[config.mk]
export PLATFORM = sky130hd
export DESIGN_NAME = pcc_ctrl
export DESIGN_NICKNAME = d
export VERILOG_FILES = /design/src/design/pcc_pkg.sv /design/src/design/pcc_ctrl.sv
export SDC_FILE = /design/constraint.sdc
export NUM_CORES = 1
export LEC_CHECK = 0
export BUFFER_PORTS_ARGS = -buffer_cell sky130_fd_sc_hd__buf_2
export CAP_MARGIN = 5
export CORE_MARGIN = 2
export CORE_UTILIZATION = 45
export CTS_CLUSTER_DIAMETER = 150
export DETAILED_ROUTE_END_ITERATION = 6
export PLACE_DENSITY_LB_ADDON = 0.12
export SYNTH_ARGS = -nofsm -noshare
export SYNTH_HDL_FRONTEND = slang
export SYNTH_SLANG_ARGS = --single-unit
[constraint.sdc]
create_clock -name clk -period 3.8 [get_ports clk]
set_input_delay 1.14 -clock clk [delete_from_list [all_inputs] [get_ports clk]]
set_output_delay 1.14 -clock clk [all_outputs]
set_load 0.05 [all_outputs]
[src/design/pcc_pkg.sv]
`default_nettype none

package pcc_pkg;

    localparam int BALLS_DEF = 64;

    localparam int DIFF_W = 33;
    localparam int RSUM_W = 25;
    localparam int MOP_W  = 33;
    localparam int PROD_W = 2 * MOP_W;
    localparam int SQIN_W = 52;
    localparam int ROOT_W = SQIN_W / 2;
    localparam int DEN_W  = ROOT_W + 1;
    localparam int QUOT_W = PROD_W + 1;
    localparam int SUM_W  = QUOT_W + 1;

    localparam logic [DEN_W-1:0] DIST_TENTH = DEN_W'(6554);

    typedef struct packed {
        logic signed [31:0] pos_x;
        logic signed [31:0] pos_y;
        logic signed [31:0] vel_x;
        logic signed [31:0] vel_y;
        logic        [23:0] rad;
    } ball_t;

    typedef enum logic [4:0] {
        ACT_NONE,
        ACT_WRITE_IN,
        ACT_LOAD_A,
        ACT_LOAD_B,
        ACT_DIFF,
        ACT_DIFF2,
        ACT_SQRT,
        ACT_OV,
        ACT_DIV_DEN,
        ACT_DIV_R,
        ACT_UPD_XI,
        ACT_UPD_YI,
        ACT_UPD_XJ,
        ACT_UPD_YJ,
        ACT_UPD_VXI,
        ACT_UPD_VYI,
        ACT_UPD_VXJ,
        ACT_UPD_VYJ,
        ACT_COMMIT,
        ACT_WRITE_A,
        ACT_WRITE_B,
        ACT_OUT
    } act_t;

    typedef enum logic [3:0] {
        MUL_NONE,
        MUL_DXDX,
        MUL_DYDY,
        MUL_RR,
        MUL_DXOV,
        MUL_DYOV,
        MUL_AIX,
        MUL_BJX,
        MUL_AIY,
        MUL_BJY,
        MUL_AJX,
        MUL_BIX,
        MUL_AJY,
        MUL_BIY
    } mul_sel_t;

    typedef enum logic [1:0] {
        ACC_HOLD,
        ACC_LOAD,
        ACC_ADD
    } acc_op_t;

    typedef struct packed {
        act_t     act;
        mul_sel_t mul;
        acc_op_t  acc;
        logic     last;
    } cmd_t;

    typedef struct packed {
        logic out_of_range;
        logic far;
        logic sqrt_busy;
        logic div_busy;
        logic r_zero;
        logic out_busy;
    } status_t;

    function automatic logic signed [31:0] sat32(input logic signed [SUM_W-1:0] v);
        logic in_range;
        in_range = (&v[SUM_W-1:31]) || !(|v[SUM_W-1:31]);
        if (in_range)
        begin
            return v[31:0];
        end
        else if (v[SUM_W-1])
        begin
            return 32'sh8000_0000;
        end
        else
        begin
            return 32'sh7fff_ffff;
        end
    endfunction

endpackage

`default_nettype wire

[src/design/pcc_ctrl.sv]
`default_nettype none

module pcc_ctrl #(
    parameter int BALLS = pcc_pkg::BALLS_DEF,
    parameter int AW    = $clog2(BALLS),
    parameter int CW    = $clog2(BALLS + 1)
) (
    input  wire logic             clk,
    input  wire logic             rst_n,
    input  wire logic             in_valid,
    input  wire logic             in_final,
    output logic                  in_ready,
    output pcc_pkg::cmd_t         cmd,
    output logic [AW-1:0]         addr,
    input  wire pcc_pkg::status_t status
);

    typedef enum logic [4:0] {
        S_IDLE, S_RDA, S_RDB, S_LDB, S_DIFF, S_CHK, S_M1, S_M2, S_CMP, S_SQW, S_OV,
        S_PMUL, S_PDIV, S_PWAIT, S_DIFF2, S_VM1, S_VM2, S_VACC, S_VDIV, S_VWAIT,
        S_COMMIT, S_WRA, S_WRB, S_NEXT, S_ERD, S_ELD
    } state_t;

    state_t        state_reg;
    logic [CW-1:0] cnt_reg;
    logic [CW-1:0] n_reg;
    logic [CW-1:0] i_reg;
    logic [CW-1:0] j_reg;
    logic [1:0]    ph_reg;
    logic [CW-1:0] cnt_next;
    logic          room;
    logic          wait_done;

    assign room      = cnt_reg < CW'(BALLS);
    assign cnt_next  = cnt_reg + CW'(room);
    assign in_ready  = state_reg == S_IDLE;
    assign wait_done = (state_reg == S_PWAIT || state_reg == S_VWAIT) && !status.div_busy;

    always_comb
    begin
        cmd  = '{act: pcc_pkg::ACT_NONE, mul: pcc_pkg::MUL_NONE,
                 acc: pcc_pkg::ACC_HOLD, last: 1'b0};
        addr = i_reg[AW-1:0];
        case (state_reg)
            S_IDLE:
            begin
                addr = cnt_reg[AW-1:0];
                if (in_valid && room)
                begin
                    cmd.act = pcc_pkg::ACT_WRITE_IN;
                end
            end
            S_RDB:
            begin
                addr    = j_reg[AW-1:0];
                cmd.act = pcc_pkg::ACT_LOAD_A;
            end
            S_LDB:  cmd.act = pcc_pkg::ACT_LOAD_B;
            S_DIFF: cmd.act = pcc_pkg::ACT_DIFF;
            S_CHK:  cmd.mul = pcc_pkg::MUL_DXDX;
            S_M1:
            begin
                cmd.acc = pcc_pkg::ACC_LOAD;
                cmd.mul = pcc_pkg::MUL_DYDY;
            end
            S_M2:
            begin
                cmd.acc = pcc_pkg::ACC_ADD;
                cmd.mul = pcc_pkg::MUL_RR;
            end
            S_CMP:
            begin
                if (!status.far)
                begin
                    cmd.act = pcc_pkg::ACT_SQRT;
                end
            end
            S_OV:    cmd.act = pcc_pkg::ACT_OV;
            S_PMUL:  cmd.mul = ph_reg[0] ? pcc_pkg::MUL_DYOV : pcc_pkg::MUL_DXOV;
            S_PDIV:  cmd.act = pcc_pkg::ACT_DIV_DEN;
            S_PWAIT:
            begin
                if (wait_done)
                begin
                    case (ph_reg)
                        2'd0:    cmd.act = pcc_pkg::ACT_UPD_XI;
                        2'd1:    cmd.act = pcc_pkg::ACT_UPD_YI;
                        2'd2:    cmd.act = pcc_pkg::ACT_UPD_XJ;
                        default: cmd.act = pcc_pkg::ACT_UPD_YJ;
                    endcase
                end
            end
            S_DIFF2: cmd.act = pcc_pkg::ACT_DIFF2;
            S_VM1:
            begin
                case (ph_reg)
                    2'd0:    cmd.mul = pcc_pkg::MUL_AIX;
                    2'd1:    cmd.mul = pcc_pkg::MUL_AIY;
                    2'd2:    cmd.mul = pcc_pkg::MUL_AJX;
                    default: cmd.mul = pcc_pkg::MUL_AJY;
                endcase
            end
            S_VM2:
            begin
                cmd.acc = pcc_pkg::ACC_LOAD;
                case (ph_reg)
                    2'd0:    cmd.mul = pcc_pkg::MUL_BJX;
                    2'd1:    cmd.mul = pcc_pkg::MUL_BJY;
                    2'd2:    cmd.mul = pcc_pkg::MUL_BIX;
                    default: cmd.mul = pcc_pkg::MUL_BIY;
                endcase
            end
            S_VACC: cmd.acc = pcc_pkg::ACC_ADD;
            S_VDIV: cmd.act = pcc_pkg::ACT_DIV_R;
            S_VWAIT:
            begin
                if (wait_done)
                begin
                    case (ph_reg)
                        2'd0:    cmd.act = pcc_pkg::ACT_UPD_VXI;
                        2'd1:    cmd.act = pcc_pkg::ACT_UPD_VYI;
                        2'd2:    cmd.act = pcc_pkg::ACT_UPD_VXJ;
                        default: cmd.act = pcc_pkg::ACT_UPD_VYJ;
                    endcase
                end
            end
            S_COMMIT: cmd.act = pcc_pkg::ACT_COMMIT;
            S_WRA:    cmd.act = pcc_pkg::ACT_WRITE_A;
            S_WRB:
            begin
                addr    = j_reg[AW-1:0];
                cmd.act = pcc_pkg::ACT_WRITE_B;
            end
            S_ELD:
            begin
                if (!status.out_busy)
                begin
                    cmd.act  = pcc_pkg::ACT_OUT;
                    cmd.last = i_reg == n_reg - 1'b1;
                end
            end
            default:
            begin
            end
        endcase
    end

    always_ff @(posedge clk or negedge rst_n)
    begin
        if (!rst_n)
        begin
            state_reg <= S_IDLE;
            cnt_reg   <= '0;
            n_reg     <= '0;
            i_reg     <= '0;
            j_reg     <= '0;
            ph_reg    <= '0;
        end
        else
        begin
            case (state_reg)
                S_IDLE:
                begin
                    if (in_valid)
                    begin
                        cnt_reg <= cnt_next;
                        if (in_final)
                        begin
                            n_reg     <= cnt_next;
                            i_reg     <= '0;
                            j_reg     <= CW'(1);
                            state_reg <= (cnt_next < CW'(2)) ? S_ERD : S_RDA;
                        end
                    end
                end
                S_RDA:  state_reg <= S_RDB;
                S_RDB:  state_reg <= S_LDB;
                S_LDB:  state_reg <= S_DIFF;
                S_DIFF: state_reg <= S_CHK;
                S_CHK:  state_reg <= status.out_of_range ? S_NEXT : S_M1;
                S_M1:   state_reg <= S_M2;
                S_M2:   state_reg <= S_CMP;
                S_CMP:  state_reg <= status.far ? S_NEXT : S_SQW;
                S_SQW:
                begin
                    if (!status.sqrt_busy)
                    begin
                        state_reg <= S_OV;
                    end
                end
                S_OV:
                begin
                    ph_reg    <= '0;
                    state_reg <= S_PMUL;
                end
                S_PMUL: state_reg <= S_PDIV;
                S_PDIV: state_reg <= S_PWAIT;
                S_PWAIT:
                begin
                    if (wait_done)
                    begin
                        ph_reg <= ph_reg + 1'b1;
                        case (ph_reg)
                            2'd1:    state_reg <= S_DIFF2;
                            2'd3:    state_reg <= status.r_zero ? S_WRA : S_VM1;
                            default: state_reg <= S_PMUL;
                        endcase
                    end
                end
                S_DIFF2: state_reg <= S_PMUL;
                S_VM1:   state_reg <= S_VM2;
                S_VM2:   state_reg <= S_VACC;
                S_VACC:  state_reg <= S_VDIV;
                S_VDIV:  state_reg <= S_VWAIT;
                S_VWAIT:
                begin
                    if (wait_done)
                    begin
                        ph_reg    <= ph_reg + 1'b1;
                        state_reg <= (ph_reg == 2'd3) ? S_COMMIT : S_VM1;
                    end
                end
                S_COMMIT: state_reg <= S_WRA;
                S_WRA:    state_reg <= S_WRB;
                S_WRB:    state_reg <= S_NEXT;
                S_NEXT:
                begin
                    if (j_reg == n_reg - 1'b1)
                    begin
                        j_reg <= i_reg + CW'(2);
                        if ((CW + 1)'(i_reg) + (CW + 1)'(2) >= (CW + 1)'(n_reg))
                        begin
                            i_reg     <= '0;
                            state_reg <= S_ERD;
                        end
                        else
                        begin
                            i_reg     <= i_reg + 1'b1;
                            state_reg <= S_RDA;
                        end
                    end
                    else
                    begin
                        j_reg     <= j_reg + 1'b1;
                        state_reg <= S_RDA;
                    end
                end
                S_ERD: state_reg <= S_ELD;
                S_ELD:
                begin
                    if (!status.out_busy)
                    begin
                        if (i_reg == n_reg - 1'b1)
                        begin
                            cnt_reg   <= '0;
                            state_reg <= S_IDLE;
                        end
                        else
                        begin
                            i_reg     <= i_reg + 1'b1;
                            state_reg <= S_ERD;
                        end
                    end
                end
                default: state_reg <= S_IDLE;
            endcase
        end
    end

endmodule

`default_nettype wire

After elaboration in Yosys (flattened, before gate mapping)
Index checks and enable logic that the tools add are counted.
W data, S select, Z words.
{"block": "totals", "regBits": 35, "out_inout_bits": 19, "word_cells": 126}
{"block": "op_classes", "addsub": 7, "magnitude_cmp": 3, "n_eq_ne": 40, "mux": 49, "reduce_logical": 21}
{"cell": "$pmux W5 S25", "count": 1}
{"cell": "$mux W7", "count": 12}
{"cell": "$mux W5", "count": 16}
{"cell": "$pmux W5 S15", "count": 1}
{"cell": "$eq A5 B5 Y1 const B", "count": 10}
{"cell": "$eq A5 B4 Y1 const B", "count": 8}
{"cell": "$pmux W7 S2", "count": 2}
{"cell": "$pmux W4 S3", "count": 2}
{"cell": "$pmux W4 S6", "count": 1}
{"cell": "$pmux W7 S3", "count": 1}
{"cell": "$eq A5 B3 Y1 const B", "count": 4}
{"cell": "$ne A2 B2 Y1 const B", "count": 9}
{"cell": "$pmux W5 S3", "count": 1}
{"cell": "$add A7 B1 Y7 const B", "count": 2}
{"cell": "$eq A7 B7 Y1", "count": 2}
{"cell": "$pmux W6 S2", "count": 1}
{"cell": "$reduce_and A6 Y1", "count": 2}
{"cell": "$eq A5 B2 Y1 const B", "count": 2}
{"cell": "$pmux W5 S2", "count": 1}
{"cell": "$reduce_or A2 Y1", "count": 5}
{"cell": "$pmux W3 S3", "count": 1}
{"cell": "$add A7 B2 Y8 const B", "count": 1}
{"cell": "$ge A8 B7 Y1", "count": 1}
{"cell": "$pmux W2 S2", "count": 2}
{"cell": "other kinds (24)", "count": 32}

Logic depth before layout (Yosys ltp)
Gate-level depths: netlist of the first run.
{"block": "logic_depth", "depth_word": 7, "mapped_depth": 11, "depth_no_buf": 11}

Least setup slack after synthesis of the first run
Ideal clock, no wire load.
{"block": "synth_timing", "path_type": "register to output", "from": "reg n_reg[0]", "to": "out cmd[0] (netlist name)", "arrival_ps": 2707, "t_required_ps": 2660, "setup_slack_ps": -47, "path_stages_with_launch": 9, "n_path_buf": 1, "path_cell_list": "dfrtp_1 -> inv_1 -> ha_1 -> or3b_4 -> o31ai_1 -> a21oi_1 -> nor4_1 -> buf_2 -> nor2b_1"}
{"item": "start, declared", "line_no": "pcc_ctrl.sv:26", "text": "logic [CW-1:0] n_reg;"}
{"item": "start signal, assigned", "line_no": "pcc_ctrl.sv:169", "text": "n_reg <= cnt_next;"}
{"item": "end, declared", "line_no": "pcc_ctrl.sv:13", "text": "output pcc_pkg::cmd_t cmd,"}

==> metrics.md, run 1 <==
| Metric | Value |
|---|---|
| Clock Latency Late Sink | `0.29 ns` |
| Commonest non-fill, non-tap cell in the layout | `nand2_1` |
| Post-detailed-route wirelength per cell | `18.00 um` |
| P&R area growth vs syn | `11.00%` |
| Yosys reg bits | `35` |
| R2r setup slk | `0.75 ns` |
| FFs w/ async S/R, synth | `1.000` |
| Synth Flop Type | `dfrtp_1` |
| ANT cells | `0` |
| Fin crit share | `0.9596` |
| Largest net degree at the start of global routing | `36` |
| Placed Area | `between 3000 and 4000 sq um` |
| Critical Path End Type | `output pin` |
| Worst Tran Pin Value | `approximately 0.90 ns` |
| Setup_tns | `0 ns` |
| Residual DRC | `0` |
| Synth Warn # | `0` |
| Netlist cell types | `63` |
| Starting Density | `0.4580` |
| Post-DRT Antenna Nets | `0` |
| Max Cap Violations | `0` |
| H-tree levels | `2` |
| Worst flop-to-flop path endpoint | `i_reg[5]` |
| Vias in the first global route | `3345` |
| Kind of critical path | `flop to output pin` |
| Nets@finish | `507` |
| Final setup fails | `0` |
| Remaining Overflow, GRT | `0` |
| HP Class | `flop to flop` |
| Die Y | `between 90 and 100 um` |
| DP HPWL | `7.667 mm` |
| Port bufs | `28` |
| TritonCTS clock tree | `built` |
| Crit path required time | `2.66 ns` |
| Fraction of layout cells with a size suffix above 1 | `0.1500` |
| Full die area | `8505 sq um` |
| CTS Hold Bufs | `0` |
| CP startpoint kind | `flop` |
| Mapped cell area | `3502 sq um` |
| Synthesized area per cell | `7.548 sq um` |
| RSZ-0062 raised after global routing | `false` |
| GRT Overall Usage | `0.2504` |
| Final Max Slew Viols | `0` |
| CTS root buf | `clkbuf_8` |
| Clock skew | `0.006733 ns` |
| Via-per-instance ratio | `6.093` |
| Post-synthesis sequential area ratio | `0.2501` |
| Placeable Area | `~7600 sq um` |
| Slowest cell on crit path | `dfrtp_1` |
| CP max stage delay | `between 0.4 and 0.5 ns` |
| # rows | `32` |
| CP startpoint | `n_reg[0]` |
| Worst-path clk slew | `0.07 ns` |
| Final instance area | `3887 sq um` |
| Most frequent cells in the layout | `nand2_1, nor2_1, dfrtp_1, a21oi_1, o21ai_0` |
| Antenna violations before repair | `0` |
| Total CTS buffers | `5` |
| Syn Nets | `491` |
| Initial drt markers | `229` |
| Hold Startpoint | `cnt_reg[6]` |
| Post-synth EDFFs | `0` |
| Relative slew slack | `0.4009` |
| Outcome | `complete, no violations` |
| Min cycle time layout | `3.646 ns` |
| Crit path DAT | `about 2.5 ns` |
| Cells after Synth | `464` |
| Via count | `3546` |
| Reg2reg start | `i_reg[2]` |
| Crit-path cells | `inv_2, ha_4, or3b_4, nor3_4, o2111ai_2, nor4_2, buf_4, nor2b_2, buf_6` |
| First-pass GRT wire length | `between 15 and 20 mm` |
| Clock tree buffer depth | `2` |
| IR drop worst, VDD | `0.3757 mV` |
| Final wirelength | `10.48 mm` |
| TritonCTS Sinks | `35` |
| Drt first pass iters | `4` |
| Worst-case reg-to-reg path depth | `11` |
| Critical Path Sink | `cmd[0]` |
| Routability Congestion | `about 0.9` |
| Final hold viol count | `0` |
| Ports | `29` |
| FMAX | `between 200 and 300 MHz` |
| Lkg Pwr | `~1.7 nW` |
| Worst-path maximum fanout | `6` |
| Pwr Density | `798.2 nW/um^2` |
| Die span in x | `~90 um` |
-- layout make-up --
cell class / count / area [sq um]
flip-flops and latches: 35 / 875.8
clock buffers: 6 / 82.58
multi-input cells: 373 / 2440
fillers: 796 / 3760
repair buffers: 47 / 289.0
clock inverters: 1 / 5.005
well taps: 102 / 127.6
inverters: 18 / 67.56
-- logic make-up after synthesis --
kind of cell / Yosys count / share of synthesized area
flops: 35 / 0.2501
buf+inv: 56 / 0.06645
mux: 7 / 0.02036
fa+ha+maj: 17 / 0.06073
xor+xnor: 30 / 0.07503
simple gates: 184 / 0.2644
compound gates: 135 / 0.2630
-- critical path, delay by kind of cell, from the launching register on --
family                   cells  cell delay (ns)
AO/OA/AOI/OAI                1             0.15
buffers and inverters        3             0.45
AND/OR/NAND/NOR              4             1.02
adder cells (fa/ha/maj)      1             0.16
flip-flops                   1             0.44
-- power by group --
group	total [mW]	internal (mW)	switching (mW)	leakage, nW
sequential	0.747	0.499	0.248	0.452
combinational	2.07	0.759	1.31	1.16
clock	0.284	0.142	0.142	0.0470
total	3.10	1.40	1.70	1.66
-- worst min-delay path by stage --
stage	to	slack, ns	cells past startpoint
global placement	cnt_reg[6]	0.51	2
CTS	cnt_reg[6]	0.54	2
floorplan	cnt_reg[6]	0.47	2
global route	cnt_reg[6]	0.58	2
detailed placement	cnt_reg[6]	0.52	2
finish	cnt_reg[6]	0.53	2
-- synth_stat cells (all sizes together) (6+ instances only) --
cell type | n | area share
o2bb2ai | 8 | 0.020
a22oi | 6 | 0.013
nand4 | 7 | 0.013
xnor2 | 21 | 0.053
a21oi | 31 | 0.044
dfrtp | 35 | 0.25
ha | 17 | 0.061
xor2 | 9 | 0.023
o21bai | 8 | 0.017
buf | 11 | 0.018
nor2 | 43 | 0.046
nand2b | 9 | 0.016
nand2 | 50 | 0.054
nor2b | 9 | 0.016
mux2i | 6 | 0.017
and3 | 11 | 0.020
o31ai | 6 | 0.013
nand3 | 18 | 0.027
nor3 | 18 | 0.029
inv | 18 | 0.019
o21ai | 31 | 0.044
clkbuf | 27 | 0.029
-- per-stage QoR --
| step | setup slack (ns) | hold slack [ns] | instances | power (mW) | utilization |
|---|---|---|---|---|---|
| after global routing | 0.006157 | 0.5792 | 582 | 3.341 | 0.5083 |
| after floorplan | 0.2002 | 0.4717 | 464 | 2.289 | - |
| after CTS | 0.002720 | 0.5366 | 575 | 3.028 | 0.4964 |
| after detailed placement | 0.2133 | 0.5195 | 568 | 2.729 | 0.4843 |
| after global placement | 0.2526 | 0.5132 | 568 | 2.715 | 0.4843 |
| final | 0.1536 | 0.5340 | 582 | 3.103 | 0.5083 |
-- repair_timing --
item                                    CTS  global route
endpoints found under the setup margin    1             1
setup buffers                             0             7
pin swaps                                 0             4
gates resized for setup                   2             8
-- per-layer routing --
layer  up-vias  GRT usage  routed length (um)
met4         0    0.06841                 206
met5         -          0                   0
met2       111     0.3940                4855
li1       1709          -                   -
met3        19    0.02383                 561
met1      1707     0.3664                4853
(Power assumes the default switching activity.)
==> inputs of run 2 (changes only) <==
--- a/config.mk
+++ b/config.mk
@@ -7,8 +7,9 @@
 export LEC_CHECK = 0
 export BUFFER_PORTS_ARGS = -buffer_cell sky130_fd_sc_hd__buf_2
 export CAP_MARGIN = 5
-export CORE_MARGIN = 2
+export CORE_MARGIN = 8
 export CORE_UTILIZATION = 45
+export CTS_BUF_LIST = sky130_fd_sc_hd__clkbuf_8
 export CTS_CLUSTER_DIAMETER = 150
 export DETAILED_ROUTE_END_ITERATION = 6
 export PLACE_DENSITY_LB_ADDON = 0.12
==> metrics.md, run 2 (synthesis results as in run 1) <==
| Metric | Value |
|---|---|
| Outcome | `complete, no violations` |
| Placed Area | `3704 sq um (unchanged)` |
| Lkg Pwr | `1.650 nW (-0.43%)` |
| Placeable Area | `7647 sq um (unchanged)` |
| CTS Hold Bufs | `0 (unchanged)` |
| Residual DRC | `0 (unchanged)` |
| Worst Tran Pin Value | `0.9239 ns (+0.02847 ns)` |
| Post-DRT Antenna Nets | `0 (unchanged)` |
| IR drop worst, VDD | `0.4178 mV (+11%)` |
| Place WS | `0.2398 ns (+0.02648 ns)` |
| Post-detailed-route wirelength per cell | `18.13 um (+0.74%)` |
| Max Cap Violations | `0 (unchanged)` |
| Starting Density | `0.4580 (unchanged)` |
| Pwr Density | `817.0 nW/um^2 (+2.4%)` |
| TritonCTS clock tree | `built` |
| Fin crit share | `0.9576 (-0.001995)` |
| Critical Path End Type | `output pin` |
| Worst setup margin | `0.1612 ns (+0.007581 ns)` |
| Clock tree buffer depth | `2 (unchanged)` |
| ANT cells | `0 (unchanged)` |
| Drt first pass iters | `5 (+1)` |
| Crit path DAT | `2.50 ns (about the same)` |
| Final instance area | `3882 sq um (-0.13%)` |
| Final hold viol count | `0 (unchanged)` |
| Die Y | `104.2 um (+13%)` |
| Via count | `3476 (-2.0%)` |
| Final wirelength | `10.50 mm (+0.22%)` |
| Full die area | `10860 sq um (+28%)` |
| Most frequent cells in the layout | `nand2_1, nor2_1, dfrtp_1, a21oi_1, o21ai_0` |
| Final setup fails | `0 (unchanged)` |
| Power, Total | `3.172 mW (+2.2%)` |
| Total CTS buffers | `5 (unchanged)` |
| Port bufs | `28 (unchanged)` |
| Final hold slack | `0.5535 ns (+0.01952 ns)` |
| Die span in x | `104.2 um (+13%)` |
| Clock Latency Late Sink | `0.29 ns (about the same)` |
| Worst-path clk slew | `0.08 ns (about the same)` |
| Crit path required time | `2.66 ns (about the same)` |
| Kind of critical path | `flop to output pin` |
| Antenna violations before repair | `0 (unchanged)` |
| Via-per-instance ratio | `6.003 (-1.5%)` |
| HP Class | `flop to flop` |
| Routability Congestion | `0.8815 (-3.5%)` |
| Fraction of layout cells with a size suffix above 1 | `0.1384 (-0.01164)` |
| CP startpoint kind | `flop` |
| Setup_tns | `0 ns (unchanged)` |
| Largest net degree at the start of global routing | `36 (unchanged)` |
| # rows | `32 (unchanged)` |
| Commonest non-fill, non-tap cell in the layout | `nand2_1` |
| Min cycle time layout | `3.639 ns (-0.007581 ns)` |
| Remaining Overflow, GRT | `0 (unchanged)` |
| H-tree levels | `2 (unchanged)` |
| Initial drt markers | `177 (-23%)` |
| TritonCTS Sinks | `35 (unchanged)` |
| Ports | `29 (unchanged)` |
| Final Max Slew Viols | `0 (unchanged)` |
| CTS root buf | `clkbuf_8` |
| DP HPWL | `8.019 mm (+4.6%)` |
| First-pass GRT wire length | `17.51 mm (+2.5%)` |
| Nets@finish | `503 (-0.79%)` |
| P&R area growth vs syn | `10.86%` |
| Worst-path maximum fanout | `6 (unchanged)` |
| GRT Overall Usage | `0.1960 (-0.05440)` |
| Clock skew | `0.008175 ns (+0.001442 ns)` |
| FMAX | `274.8 MHz (+0.21%)` |
| Relative slew slack | `0.3818 (-0.01905)` |
| Vias in the first global route | `3311 (-1.0%)` |
| RSZ-0062 raised after global routing | `false` |
==> run 2: cell count changes in the layout (fill, tap and decap cells not counted), sizes merged <==
cell    delta
buf        -4
bufinv     +1
==> run 2: layout make-up <==
type                    count  area, sq um
inverters                  18        67.56
clock buffers               6        82.58
clock inverters             2        35.03
multi-input cells         373         2435
fillers                   788         3765
well taps                 102        127.6
repair buffers             43        259.0
flip-flops and latches     35        875.8
==> run 2: worst max-delay path, stage by stage (launching register included) <==
cell and delay (ns):
dfrtp_1 0.39, inv_1 0.13, ha_4 0.18, or3b_4 0.43, nor3_4 0.20, o2111ai_2 0.16
nor4_2 0.24, buf_4 0.16, nor2b_2 0.14, buf_6 0.17
==> run 2: path summary, 6_finish.rpt <==
path,startpoint,end,slack (ns),cells past startpoint
max,n_reg[1],cmd[0],0.16,9
min,cnt_reg[6],cnt_reg[6],0.55,2
max reg2reg,i_reg[2],i_reg[5],0.86,11
min reg2reg,cnt_reg[6],cnt_reg[6],0.55,2
max in group asynchronous,rst_n,state_reg[1],2.32,1
min in group asynchronous,rst_n,cnt_reg[4],0.94,1
==> run 2: routing by layer <==
| metal | global-route usage | routed length, um | up-vias |
|---|---|---|---|
| met5 | 0 | 0 | - |
| met1 | 0.2668 | 5033 | 1670 |
| met3 | 0.03346 | 522 | 10 |
| li1 | - | - | 1705 |
| met2 | 0.3103 | 4828 | 91 |
| met4 | 0.05481 | 116 | 0 |
==> run 2: repair_timing <==
| item | in CTS | in global routing |
|---|---|---|
| cloned | 0 | 0 |
| setup endpoints to repair | 1 | 1 |
| pin swaps | 1 | 1 |
| setup buffers | 1 | 2 |
| gates resized for setup | 0 | 8 |
==> run 2: power by group <==
part	total, mW	switching (mW)	internal (mW)
Sequential	0.729	0.231	0.499
Clock	0.365	0.153	0.213
Combinational	2.08	1.31	0.766
==> run 2: stage by stage <==
stage	instances	util
2_1_floorplan	464	-
3_3_place_gp	568	0.4843
3_5_place_dp	568	0.4843
4_1_cts	577	0.5007
5_1_grt	579	0.5077
6_report	579	0.5077
